**src/sv/thv_pkg.sv**
```systemverilog
`timescale 1ns / 1ps
package thv_pkg;

   // field widths
   localparam int PIX_W      = 10;
   localparam int HEIGHT_W   = 32;
   localparam int QUAT_W     = 18;
   localparam int DIM_W      = 11;
   localparam int HW_W       = 13;
   localparam int ROW_W      = 16;
   localparam int COL_OUT_W  = 12;
   localparam int CSR_IDX_W  = 4;
   localparam int CSR_DATA_W = 32;

   // datapath widths
   localparam int QPROD_W = 36;
   localparam int QSUM_W  = 38;
   localparam int COEF_W  = 22;
   localparam int VXY_W   = 20;
   localparam int VZ_W    = 33;
   localparam int PROD_W  = 56;
   localparam int SUM_W   = 58;
   localparam int RND_W   = 34;
   localparam int COLS_W  = 35;

   // horizon storage
   localparam int DEFAULT_MAX_HORIZON = 4096;
   localparam int COL_IDX_W           = 14;
   localparam int LANES               = 16;
   localparam int LANE_W              = 4;
   localparam int FIFO_DEPTH          = 4;

   localparam logic signed [ROW_W-1:0] NEVER_SEEN = 16'sh8000;
   localparam logic signed [RND_W-1:0] ROW_SAT_HI = 34'sd32767;
   localparam logic signed [RND_W-1:0] ROW_SAT_LO = -34'sd32767;

   // divide by three through a reciprocal
   localparam logic [16:0] DIV3_RECIP = 17'd43691;
   localparam int          DIV3_SHIFT = 17;

   // reset values of the registers
   localparam logic signed [QUAT_W-1:0] QUAT_W_RESET  = 18'sd65536;
   localparam logic [DIM_W-1:0]         DIM_RESET     = 11'd1024;
   localparam logic [HW_W-1:0]          HORIZON_RESET = 13'd2508;

   typedef enum logic [CSR_IDX_W-1:0] {
      CSR_QUAT_X        = 4'd0,
      CSR_QUAT_Y        = 4'd1,
      CSR_QUAT_Z        = 4'd2,
      CSR_QUAT_W        = 4'd3,
      CSR_IMAGE_WIDTH   = 4'd4,
      CSR_IMAGE_HEIGHT  = 4'd5,
      CSR_MEAN_HEIGHT   = 4'd6,
      CSR_HORIZON_WIDTH = 4'd7
   } csr_index_type;

   typedef enum logic {
      BK_IDLE,
      BK_LOOK
   } back_state_type;

   // classified pixel passed from front to back
   typedef struct packed {
      logic                    frame_start;
      logic                    out_of_range;
      logic signed [ROW_W-1:0] row;
      logic [COL_IDX_W-1:0]    col;
   } item_type;

   // round a Q32 coefficient to Q16
   function automatic logic signed [COEF_W-1:0] round_q16(input logic signed [QSUM_W-1:0] e);
      logic signed [QSUM_W-1:0] t;
      begin
         t = e + 38'sd32768;
         return t[QSUM_W-1:16];
      end
   endfunction

endpackage

```
**src/sv/thv_fifo.sv**
```systemverilog
`timescale 1ns / 1ps
module thv_fifo (
   input  logic              clock,
   input  logic              reset,
   input  logic              push,
   input  thv_pkg::item_type push_item,
   output logic              full,
   input  logic              pop,
   output thv_pkg::item_type pop_item,
   output logic              empty
);
   import thv_pkg::*;

   localparam int PTR_W = $clog2(FIFO_DEPTH);

   item_type            data_ff [FIFO_DEPTH];
   logic [PTR_W-1:0]    wr_ff, rd_ff;
   logic [PTR_W:0]      cnt_ff;

   assign full     = (cnt_ff == (PTR_W + 1)'(FIFO_DEPTH));
   assign empty    = (cnt_ff == '0);
   assign pop_item = data_ff[rd_ff];

   // storage
   always_ff @(posedge clock) begin
      if (push) begin
         data_ff[wr_ff] <= push_item;
      end
   end

   // pointers and fill count
   always_ff @(posedge clock) begin
      if (reset) begin
         wr_ff  <= '0;
         rd_ff  <= '0;
         cnt_ff <= '0;
      end else begin
         if (push) begin
            wr_ff <= wr_ff + 1'b1;
         end
         if (pop) begin
            rd_ff <= rd_ff + 1'b1;
         end
         if (push && !pop) begin
            cnt_ff <= cnt_ff + 1'b1;
         end else if (pop && !push) begin
            cnt_ff <= cnt_ff - 1'b1;
         end
      end
   end

endmodule

```
**config.mk**
```make
export PLATFORM = sky130hd
export DESIGN_NAME = thv_fifo
export DESIGN_NICKNAME = d
export VERILOG_FILES = /design/src/sv/thv_pkg.sv /design/src/sv/thv_fifo.sv
export SDC_FILE = /design/constraint.sdc
export NUM_CORES = 1
export LEC_CHECK = 0
export ABC_AREA = 1
export BUFFER_PORTS_ARGS = -buffer_cell sky130_fd_sc_hd__buf_2
export CAP_MARGIN = 20
export CORE_MARGIN = 1.5
export CORE_UTILIZATION = 50
export DETAILED_ROUTE_END_ITERATION = 6
export PLACE_DENSITY = 0.69
export SLEW_MARGIN = 20
export SYNTH_ARGS = -nofsm -noshare
export SYNTH_HDL_FRONTEND = slang
export SYNTH_SLANG_ARGS = --single-unit
```
**constraint.sdc**
```tcl
create_clock -name clock -period 3.6 [get_ports clock]
set_input_delay 0.72 -clock clock [delete_from_list [all_inputs] [get_ports clock]]
set_output_delay 0.72 -clock clock [all_outputs]
set_load 0.1 [all_outputs]
```
==> parameters.txt, run 1 <==
Parameter                              Value

Floorplanning
  Initial standard-cell utilization of the core    51.0%
  Count of pins on the block boundary    70
  Y dimension of the die    105 µm
  Die Width    105 µm
  Std-Cell Rows    37
  Area of the core    10200 µm²
  Die area    11100 µm²

Synthesis
  Post-Syn Nets    409
  Most area-hungry cell type in the Yosys netlist    sky130_fd_sc_hd__edfxtp_1
  Share of flip-flops with an asynchronous set or reset after synthesis    0%
  Most used standard cells in the synthesized netlist    128 x sky130_fd_sc_hd__edfxtp_1, 70 x sky130_fd_sc_hd__nor2_1, 41 x sky130_fd_sc_hd__o21ai_0
  Distinct cell type count of the synthesized netlist    21
  Register area share after synthesis    77.0%
  Prevailing post-synth register cell    sky130_fd_sc_hd__edfxtp_1
  Post-synth top area share    73.6%
  Mapped Area    5220 µm²
  Seq cells post-synth    137
  Post-synth EDFFs    128
  Most frequent cell after synthesis    sky130_fd_sc_hd__edfxtp_1
  Number of instances in the synthesized netlist    367
  Count of synthesis-stage warnings from yosys    0
  Top area cells in the synthesized netlist    sky130_fd_sc_hd__edfxtp_1 74%, sky130_fd_sc_hd__nor2_1 5.0%, sky130_fd_sc_hd__o21ai_0 3.9%
  Per-instance average area after synthesis    14.2 µm²

Global route
  Number of global-route vias before repair    3257
  Number of antenna violations at the first check in global routing    0
  Gr ovfl total    0
  Total routing resource utilization after global routing    20.1%
  First-pass GRT wire length    16600 µm
  Largest net degree at the start of global routing    65

Clock network
  Count of hold-fix buffers inserted at cts    0
  Clock Root Buffer    sky130_fd_sc_hd__clkbuf_8
  Number of levels the H-tree was split into    4
  Worst-case clock buffer depth    2
  Post-CTS repair timing setup buffer count    0
  Clock insertion delay at the later pin of the skew report    0.52 ns
  TritonCTS buffer count    17
  Clock Sink Count    137
  Clock transition time at the flip-flop clock pins of the worst setup and hold paths    0.06 ns
  CTS tree    done
  Post-cts repair resize count    0

Drt
  Wire length per cell after detailed routing    16.9 µm
  Routed WL    9990 µm
  Total number of vias    3132
  DR pass1 iterations    4
  Routed vias/inst    5.29
  Number of nets with antenna violations after routing    0
  Remaining design rule violation count    0
  DR iter-0 viols    220

Setup path
  Largest fanout on the critical path    32
  Arrival time worst endpoint    2.36 ns
  Cell type of the slowest stage on the worst timing path    sky130_fd_sc_hd__dfxtp_2
  Kind of launch point of the worst setup path    flop
  Cell Chain, Critical Path    buf_4, o21ai_0, o22ai_1, buf_2
  CP bufs+invs    2
  Type of the worst setup path    flop to output pin
  Top Family by Delay on Critical Path    buffers and inverters
  Maximum cell stage delay along the critical path    0.73 ns
  Setup crit end kind    output pin
  CP required    2.88 ns

Power
  Power density relative to cell area    685 nW/µm²
  Total power    4.27 mW
  Worst voltage drop across the vdd grid    0.330 mV
  Leakage dissipation    2.29 nW

Outcome
  Run status    completed

Placed design
  Placed cell count    560
  Placed instance area    5630 µm²
  Number of I/O port buffers    69
  Routability Congestion    0.761
  Sum of net half-perimeters after detailed placement    5780 µm
  Post-Place Setup Slack    1.04 ns

Final layout
  FILL cells    776
  Post-layout utilization of the core    60.9%
  Number of antenna repair diodes    0
  Area overhead of the layout relative to synthesis    19.3%
  Layout Cells excl Fill    592
  Share of cells above drive strength 1    23.5%
  Final net count    485
  Area of the multi-input gates    970 µm²
  Sequential cell area in the final layout    4030 µm²
  Design area    6230 µm²

Timing
  Slew at the pin closest to its max-slew limit    0.812 ns
  Final hold violations    0
  Final worst hold slack    0.369 ns
  Final TNS setup    0 ns
  Final setup margin    0.519 ns
  Setup repair after global routing missed its margin    no
  Worst slew margin relative to its limit    45.8%
  Setup skew after layout    0.00554 ns
  Post-route minimum period    3.08 ns
  Count of final setup violators    0
  Final Cycle Share    85.6%
  Highest clock rate    325 MHz
  Count of pins over their slew limit    0

Flow run
  Max-Cap Viols    0

Hold path
  Hold Crit Class    primary input to flop
==> final cells by class <==
| type | count | area share (%) |
|---|---|---|
| inverters | 17 | 1.14 |
| repair buffers | 76 | 6.39 |
| flip-flops and latches | 137 | 64.6 |
| multi-input cells | 194 | 15.6 |
| clock buffers | 18 | 6.71 |
| well taps | 136 | 2.73 |
| clock inverters | 14 | 2.87 |
==> cell families after synthesis <==
group / after synthesis / share of synthesized area (%)
compound gates: 104 / 10.7
xor+xnor: 1 / 0.168
fa+ha+maj: 6 / 1.58
buf+inv: 36 / 4.38
flops: 137 / 77.0
simple gates: 83 / 6.09
==> worst paths after layout <==
path / startpoint / endpoint / slack (ns) / cells past startpoint
max reg2reg: wr_ff[1] / data_ff[1][1] / 1.63 / 5
max: flop / pop_item[13] / 0.52 / 4
min reg2reg: rd_ff[1] / flop / 0.44 / 1
min: reset / cnt_ff[0] / 0.37 / 2
==> where the power goes <==
part	switching [mW]	leakage, nW	internal, mW
clock network	0.616	0.287	1.11
logic	0.580	0.749	0.110
registers	0.0302	1.25	1.82
==> flip-flops by register name, summed over array words and instances (netlist names), named ones only <==
| signal | count |
|---|---|
| data_ff | 128 |
| cnt_ff | 3 |
| rd_ff | 2 |
| wr_ff | 2 |
==> worst register-to-register path: cells and delay by family (launching register included) <==
family | cells | cell delay, ns
and+or+nand+nor | 1 | 0.05
buffers and inverters | 3 | 1.10
DFF | 1 | 0.32
adders and majority gates | 1 | 0.16
==> routing by layer <==
layer / track usage (%) / share of wire, % / vias up
li1: - / - / 1518
met1: 25.9 / 44 / 1520
met2: 32.4 / 51 / 85
met3: 6.80 / 5.0 / 9
met4: 5.87 / 0.80 / 0
met5: 0 / 0 / -
==> cell usage in the layout (no fill, tap or decap), types with 3 or more instances in the layout <==
cell type                     n
sky130_fd_sc_hd__o22ai_1     32
sky130_fd_sc_hd__o21ai_1     28
sky130_fd_sc_hd__clkinv_1     3
sky130_fd_sc_hd__a21oi_1      3
sky130_fd_sc_hd__ha_1         5
sky130_fd_sc_hd__edfxtp_1   128
sky130_fd_sc_hd__dfxtp_1      8
sky130_fd_sc_hd__buf_4        7
sky130_fd_sc_hd__inv_1       15
sky130_fd_sc_hd__nand2_1      9
sky130_fd_sc_hd__clkbuf_16   16
sky130_fd_sc_hd__buf_2       69
sky130_fd_sc_hd__clkinv_2     3
sky130_fd_sc_hd__bufinv_16    4
sky130_fd_sc_hd__o21ai_0     41
sky130_fd_sc_hd__nor2_1      70
(Power assumes the default switching activity.)
==> inputs of run 2 (changes only) <==
--- a/config.mk
+++ b/config.mk
@@ -10,6 +10,8 @@
 export CAP_MARGIN = 20
 export CORE_MARGIN = 1.5
 export CORE_UTILIZATION = 50
+export CTS_BUF_LIST = sky130_fd_sc_hd__clkbuf_16
+export CTS_CLUSTER_DIAMETER = 80
 export DETAILED_ROUTE_END_ITERATION = 6
 export PLACE_DENSITY = 0.69
 export SLEW_MARGIN = 20
==> run 2 against run 1 <==
  * Combinational power about the same
  * First-iteration DRC count up 3.6%
  * Sequential power about the same
  * Non-clock buffer count unchanged
  * Via count unchanged
  * Largest power group unchanged
  * Highest routed layer unchanged
==> parameters.txt, run 2 (synthesis results as in run 1) <==
Parameter                              Value

Setup path
  Arrival time worst endpoint    2.24 ns (-0.12 ns)
  Setup crit end kind    output pin
  Largest fanout on the critical path    32 (unchanged)
  Top Family by Delay on Critical Path    buffers and inverters
  Cell Chain, Critical Path    buf_4, o21ai_0, o22ai_1, buf_2
  Cell type of the slowest stage on the worst timing path    sky130_fd_sc_hd__dfxtp_2
  CP bufs+invs    2 (unchanged)
  Type of the worst setup path    flop to output pin
  CP required    2.88 ns (about the same)
  Maximum cell stage delay along the critical path    0.72 ns (about the same)
  Kind of launch point of the worst setup path    flop

Final layout
  Most frequent standard cell in the layout excluding fill and tap cells    sky130_fd_sc_hd__edfxtp_1
  Flip-flop count of the largest register after layout    128 (unchanged)
  Layout Cells excl Fill    592 (unchanged)
  Post-layout utilization of the core    61.0% (+0.11 points)
  Design area    6240 µm² (+0.18%)
  Area of the multi-input gates    970 µm² (unchanged)
  Area overhead of the layout relative to synthesis    19.5%
  Biggest registers after layout    data_ff x128, cnt_ff x3
  Sequential cell area in the final layout    4030 µm² (unchanged)
  Share of cells above drive strength 1    23.5% (unchanged)
  Number of antenna repair diodes    0 (unchanged)
  Most frequent cells in the layout    128 x sky130_fd_sc_hd__edfxtp_1, 70 x sky130_fd_sc_hd__nor2_1, 69 x sky130_fd_sc_hd__buf_2
  Register containing the most flip-flops in the final layout    data_ff
  Final net count    485 (unchanged)
  FILL cells    774 (-0.26%)

Clock network
  Clock transition time at the flip-flop clock pins of the worst setup and hold paths    0.05 ns (about the same)
  CTS tree    done
  Clock Sink Count    137 (unchanged)
  Worst-case clock buffer depth    2 (unchanged)
  Clock Root Buffer    sky130_fd_sc_hd__clkbuf_16
  Post-CTS repair timing setup buffer count    0 (unchanged)
  Clock insertion delay at the later pin of the skew report    0.41 ns (-0.11 ns)
  Post-cts repair resize count    0 (unchanged)
  Number of levels the H-tree was split into    4 (unchanged)
  Count of hold-fix buffers inserted at cts    0 (unchanged)
  TritonCTS buffer count    17 (unchanged)

Floorplanning
  Count of pins on the block boundary    70 (unchanged)
  Die Width    105 µm (unchanged)
  Initial standard-cell utilization of the core    51.0% (unchanged)
  Y dimension of the die    105 µm (unchanged)
  Area of the core    10200 µm² (unchanged)
  Std-Cell Rows    37 (unchanged)
  Die area    11100 µm² (unchanged)

Power
  Power density relative to cell area    690 nW/µm² (+0.64%)
  Leakage dissipation    2.30 nW (+0.41%)
  Worst voltage drop across the vdd grid    0.331 mV (+0.36%)
  Total power    4.30 mW (+0.82%)

Global route
  Gr ovfl total    0 (unchanged)
  First-pass GRT wire length    16600 µm (about the same)
  Total routing resource utilization after global routing    20.0% (-0.041 points)
  Number of antenna violations at the first check in global routing    0 (unchanged)
  Number of global-route vias before repair    3259 (+0.061%)
  Largest net degree at the start of global routing    65 (unchanged)

Placed design
  Placed instance area    5630 µm² (unchanged)
  Number of I/O port buffers    69 (unchanged)
  Routability Congestion    0.761 (unchanged)
  Sum of net half-perimeters after detailed placement    5780 µm (unchanged)
  Placed cell count    560 (unchanged)
  Post-Place Setup Slack    1.04 ns (unchanged)

Drt
  Routed WL    10000 µm (+0.54%)
  DR iter-0 viols    228 (+3.6%)
  Routed vias/inst    5.29 (unchanged)
  Wire length per cell after detailed routing    17.0 µm (+0.54%)
  DR pass1 iterations    4 (unchanged)
  Number of nets with antenna violations after routing    0 (unchanged)
  Total number of vias    3132 (unchanged)
  Remaining design rule violation count    0 (unchanged)

Timing
  Final TNS setup    0 ns (unchanged)
  Count of pins over their slew limit    0 (unchanged)
  Final hold violations    0 (unchanged)
  Worst slew margin relative to its limit    45.9% (+0.10 points)
  Post-route minimum period    2.96 ns (-0.124 ns)
  Highest clock rate    338 MHz (+4.2%)
  Slew at the pin closest to its max-slew limit    0.810 ns (-0.00150 ns)
  Setup skew after layout    0.00480 ns (-0.000735 ns)
  Final setup margin    0.643 ns (+0.124 ns)
  Setup repair after global routing missed its margin    no
  Final worst hold slack    0.438 ns (+0.0687 ns)
  Final Cycle Share    82.1% (-3.5 points)
  Count of final setup violators    0 (unchanged)

Hold path
  Hold Crit Class    flop to flop

Flow run
  Max-Cap Viols    0 (unchanged)

Outcome
  Run status    completed
[run 2: path summary, 6_finish.rpt]
kind	slack (ns)	from	cells past startpoint	to
worst max-delay path	0.64	flop	4	pop_item[13]
worst min-delay path	0.44	rd_ff[1]	1	flop
worst max register to register	1.63	wr_ff[1]	5	data_ff[1][27]
worst min register to register	0.44	rd_ff[1]	1	flop
[run 2: final cells by class]
class,count,area share (%)
Clock inverter,15,2.93
Clock buffer,17,6.81
Sequential cell,137,64.5
Tap cell,136,2.73
Inverter,17,1.14
Timing Repair Buffer,76,6.37
Multi-Input combinational cell,194,15.5
[run 2: report_power, final]
part / total, mW / internal (mW) / switching (mW)
Clock: 1.77 / 1.15 / 0.619
Combinational: 0.691 / 0.110 / 0.581
Sequential: 1.85 / 1.82 / 0.0301
[run 2: per-layer routing]
metal  part of all wire, %  wire length (µm)  track usage (%)  vias up
met3                   4.6               461             6.43        8
met5                     0                 0                0        -
li1                      -                 -                -     1512
met4                  0.95                95             6.16        0
met2                    50              5040             32.4       78
met1                    44              4440             25.9     1534
==> inputs of run 3 (changes only) <==
==> constraint.sdc (replaced) <==
create_clock -name clock -period 3.05 [get_ports clock]
set_input_delay 0.61 -clock clock [delete_from_list [all_inputs] [get_ports clock]]
set_output_delay 0.61 -clock clock [all_outputs]
set_load 0.1 [all_outputs]
==> run 3 against run 2 <==
  * Sequential share of layout area decreased by 0.40 points
  * Setup slack got worse by 0.50 ns
  * Final area increased by 0.62%
  * Flip-flop and latch count unchanged
  * Clock power increased by 15%
==> parameters.txt, run 3 (synthesis results as in run 1) <==
Parameter                              Value

Outcome
  Run status    completed

Final layout
  Most frequent cells in the layout    128 x sky130_fd_sc_hd__edfxtp_1, 70 x sky130_fd_sc_hd__nor2_1, 69 x sky130_fd_sc_hd__buf_2
  Flip-flop count of the largest register after layout    128 (unchanged)
  Share of cells above drive strength 1    24.3% (+0.82 points)
  Biggest registers after layout    data_ff x128, cnt_ff x3
  Most frequent standard cell in the layout excluding fill and tap cells    sky130_fd_sc_hd__edfxtp_1
  Layout Cells excl Fill    593 (+0.17%)
  Area overhead of the layout relative to synthesis    20.3%
  Post-layout utilization of the core    61.4% (+0.38 points)
  FILL cells    780 (+0.78%)
  Number of antenna repair diodes    0 (unchanged)
  Design area    6280 µm² (+0.62%)
  Final net count    486 (+0.21%)
  Register containing the most flip-flops in the final layout    data_ff

Clock network
  CTS tree    done
  Clock insertion delay at the later pin of the skew report    0.41 ns (about the same)
  Post-CTS repair timing setup buffer count    0 (unchanged)
  Clock Root Buffer    sky130_fd_sc_hd__clkbuf_16
  Clock transition time at the flip-flop clock pins of the worst setup and hold paths    0.06 ns (about the same)
  Clock Sink Count    137 (unchanged)
  Post-cts repair resize count    0 (unchanged)
  Count of hold-fix buffers inserted at cts    0 (unchanged)
  Number of levels the H-tree was split into    4 (unchanged)
  TritonCTS buffer count    17 (unchanged)
  Worst-case clock buffer depth    2 (unchanged)

Timing
  Post-route minimum period    2.90 ns
  Final Cycle Share    95.2%
  Count of pins over their slew limit    0 (unchanged)
  Setup skew after layout    0.00644 ns (+0.00164 ns)
  Highest clock rate    344 MHz
  Slew at the pin closest to its max-slew limit    0.693 ns (-0.117 ns)
  Setup repair after global routing missed its margin    no
  Final hold violations    0 (unchanged)
  Count of final setup violators    0 (unchanged)
  Final TNS setup    0 ns (unchanged)
  Worst slew margin relative to its limit    53.8% (+7.8 points)

Global route
  Global routing's busiest layer    met2
  Number of global-route vias before repair    3168 (-2.8%)
  First-pass GRT wire length    15800 µm (-4.7%)
  Number of antenna violations at the first check in global routing    0 (unchanged)
  Total routing resource utilization after global routing    19.4% (-0.65 points)
  Grt met1 use    24.2% (-1.7 points)
  GR met2 Demand/Resource    30.6% (-1.8 points)
  Largest net degree at the start of global routing    65 (unchanged)
  Global routing usage on met3    5.99% (-0.44 points)
  Gr ovfl total    0 (unchanged)

Setup path
  Largest fanout on the critical path    64 (+100%)
  Setup crit end kind    output pin
  Worst setup slack for register-to-register paths    1.34 ns (-0.29 ns)
  Arrival time worst endpoint    2.29 ns (+0.05 ns)
  Type of the worst setup path    flop to output pin
  Kind of launch point of the worst setup path    flop
  Cell depth of the worst flop-to-flop path    5 (unchanged)
  Reg2Reg Launch Point    wr_ff[0]
  Destination of the worst register-to-register timing path    data_ff[2][25]
  CP required    2.44 ns (-0.44 ns)

Placed design
  Number of I/O port buffers    69 (unchanged)
  Sum of net half-perimeters after detailed placement    5780 µm (about the same)
  Routability Congestion    0.723 (-4.9%)
  Placed cell count    561 (+0.18%)
  Placed instance area    5680 µm² (+0.80%)

Floorplanning
  Die Width    105 µm (unchanged)
  Initial standard-cell utilization of the core    51.0% (unchanged)
  Die area    11100 µm² (unchanged)
  Y dimension of the die    105 µm (unchanged)
  Std-Cell Rows    37 (unchanged)
  Count of pins on the block boundary    70 (unchanged)
  Area of the core    10200 µm² (unchanged)

Drt
  Routed WL    9920 µm (-1.2%)
  Wire length per cell after detailed routing    16.7 µm (-1.4%)
  Number of nets with antenna violations after routing    0 (unchanged)
  Total number of vias    3191 (+1.9%)
  Routed vias/inst    5.38 (+1.7%)
  DR iter-0 viols    270 (+18%)
  DR pass1 iterations    4 (unchanged)
  Remaining design rule violation count    0 (unchanged)

Power
  Power density relative to cell area    804 nW/µm² (+17%)
  Worst voltage drop across the vdd grid    0.433 mV (+31%)
  Leakage dissipation    2.30 nW (+0.12%)
  Total power    5.05 mW (+17%)

Hold path
  Hold Crit Class    primary input to flop
  Start point of the worst min-delay path    reset
  Cell depth of the worst min-delay path    2 (+1)
  End of the worst hold path    cnt_ff[0]

Flow run
  Max-Cap Viols    0 (unchanged)
## run 3: cell types whose count changed in the layout (fill, tap and decap cells not counted), moves of 2 or more
cell / change
sky130_fd_sc_hd__clkinvlp_4: +3
sky130_fd_sc_hd__buf_12: +3
sky130_fd_sc_hd__inv_6: +2
sky130_fd_sc_hd__buf_4: -2
sky130_fd_sc_hd__clkinv_1: -3
## run 3: power by group
part           switching (mW)  internal [mW]
combinational           0.687          0.138
sequential             0.0351           2.15
clock                   0.759           1.29
total                    1.48           3.57
## run 3: worst max path at each step
stage	from	to	slack (ns)	cells past startpoint
after CTS	flop	pop_item[27]	0.12	5
after global placement	flop	pop_item[19]	0.64	5
after global routing	flop	pop_item[19]	0.02	5
after detailed placement	flop	pop_item[27]	0.56	5
final	flop	pop_item[27]	0.15	5
after floorplan	cnt_ff[0]	empty	0.02	1
## run 3: per-stage QoR
step / worst slack (ns) / hold slack, ns
after detailed placement: 0.561 / 0.432
after floorplan: 0.0216 / 0.412
after global routing: 0.0227 / 0.367
final: 0.146 / 0.363
after global placement: 0.641 / 0.421
after CTS: 0.120 / 0.348
## run 3: layout make-up
type / count / area (µm²) / area share [%]
multi-input combinational: 194 / 970 / 15.4
timing repair buffer: 77 / 443 / 7.05
clock inverter: 15 / 176 / 2.81
sequential: 137 / 4030 / 64.1
inverter: 17 / 71.3 / 1.14
tap: 136 / 170 / 2.71
clock buffer: 17 / 425 / 6.77
## run 3: worst max-delay path: stages (launching register included)
cell and delay, ns:
sky130_fd_sc_hd__dfxtp_2 0.50, sky130_fd_sc_hd__buf_12 0.26, sky130_fd_sc_hd__inv_8 0.30, sky130_fd_sc_hd__o21ai_0 0.15, sky130_fd_sc_hd__o22ai_1 0.20, sky130_fd_sc_hd__buf_2 0.46
## run 3: routing by layer
layer / routed length [µm] / vias to the layer above
li1: - / 1512
met1: 4180 / 1546
met2: 4960 / 106
met3: 502 / 27
met4: 284 / 0
met5: 0 / -
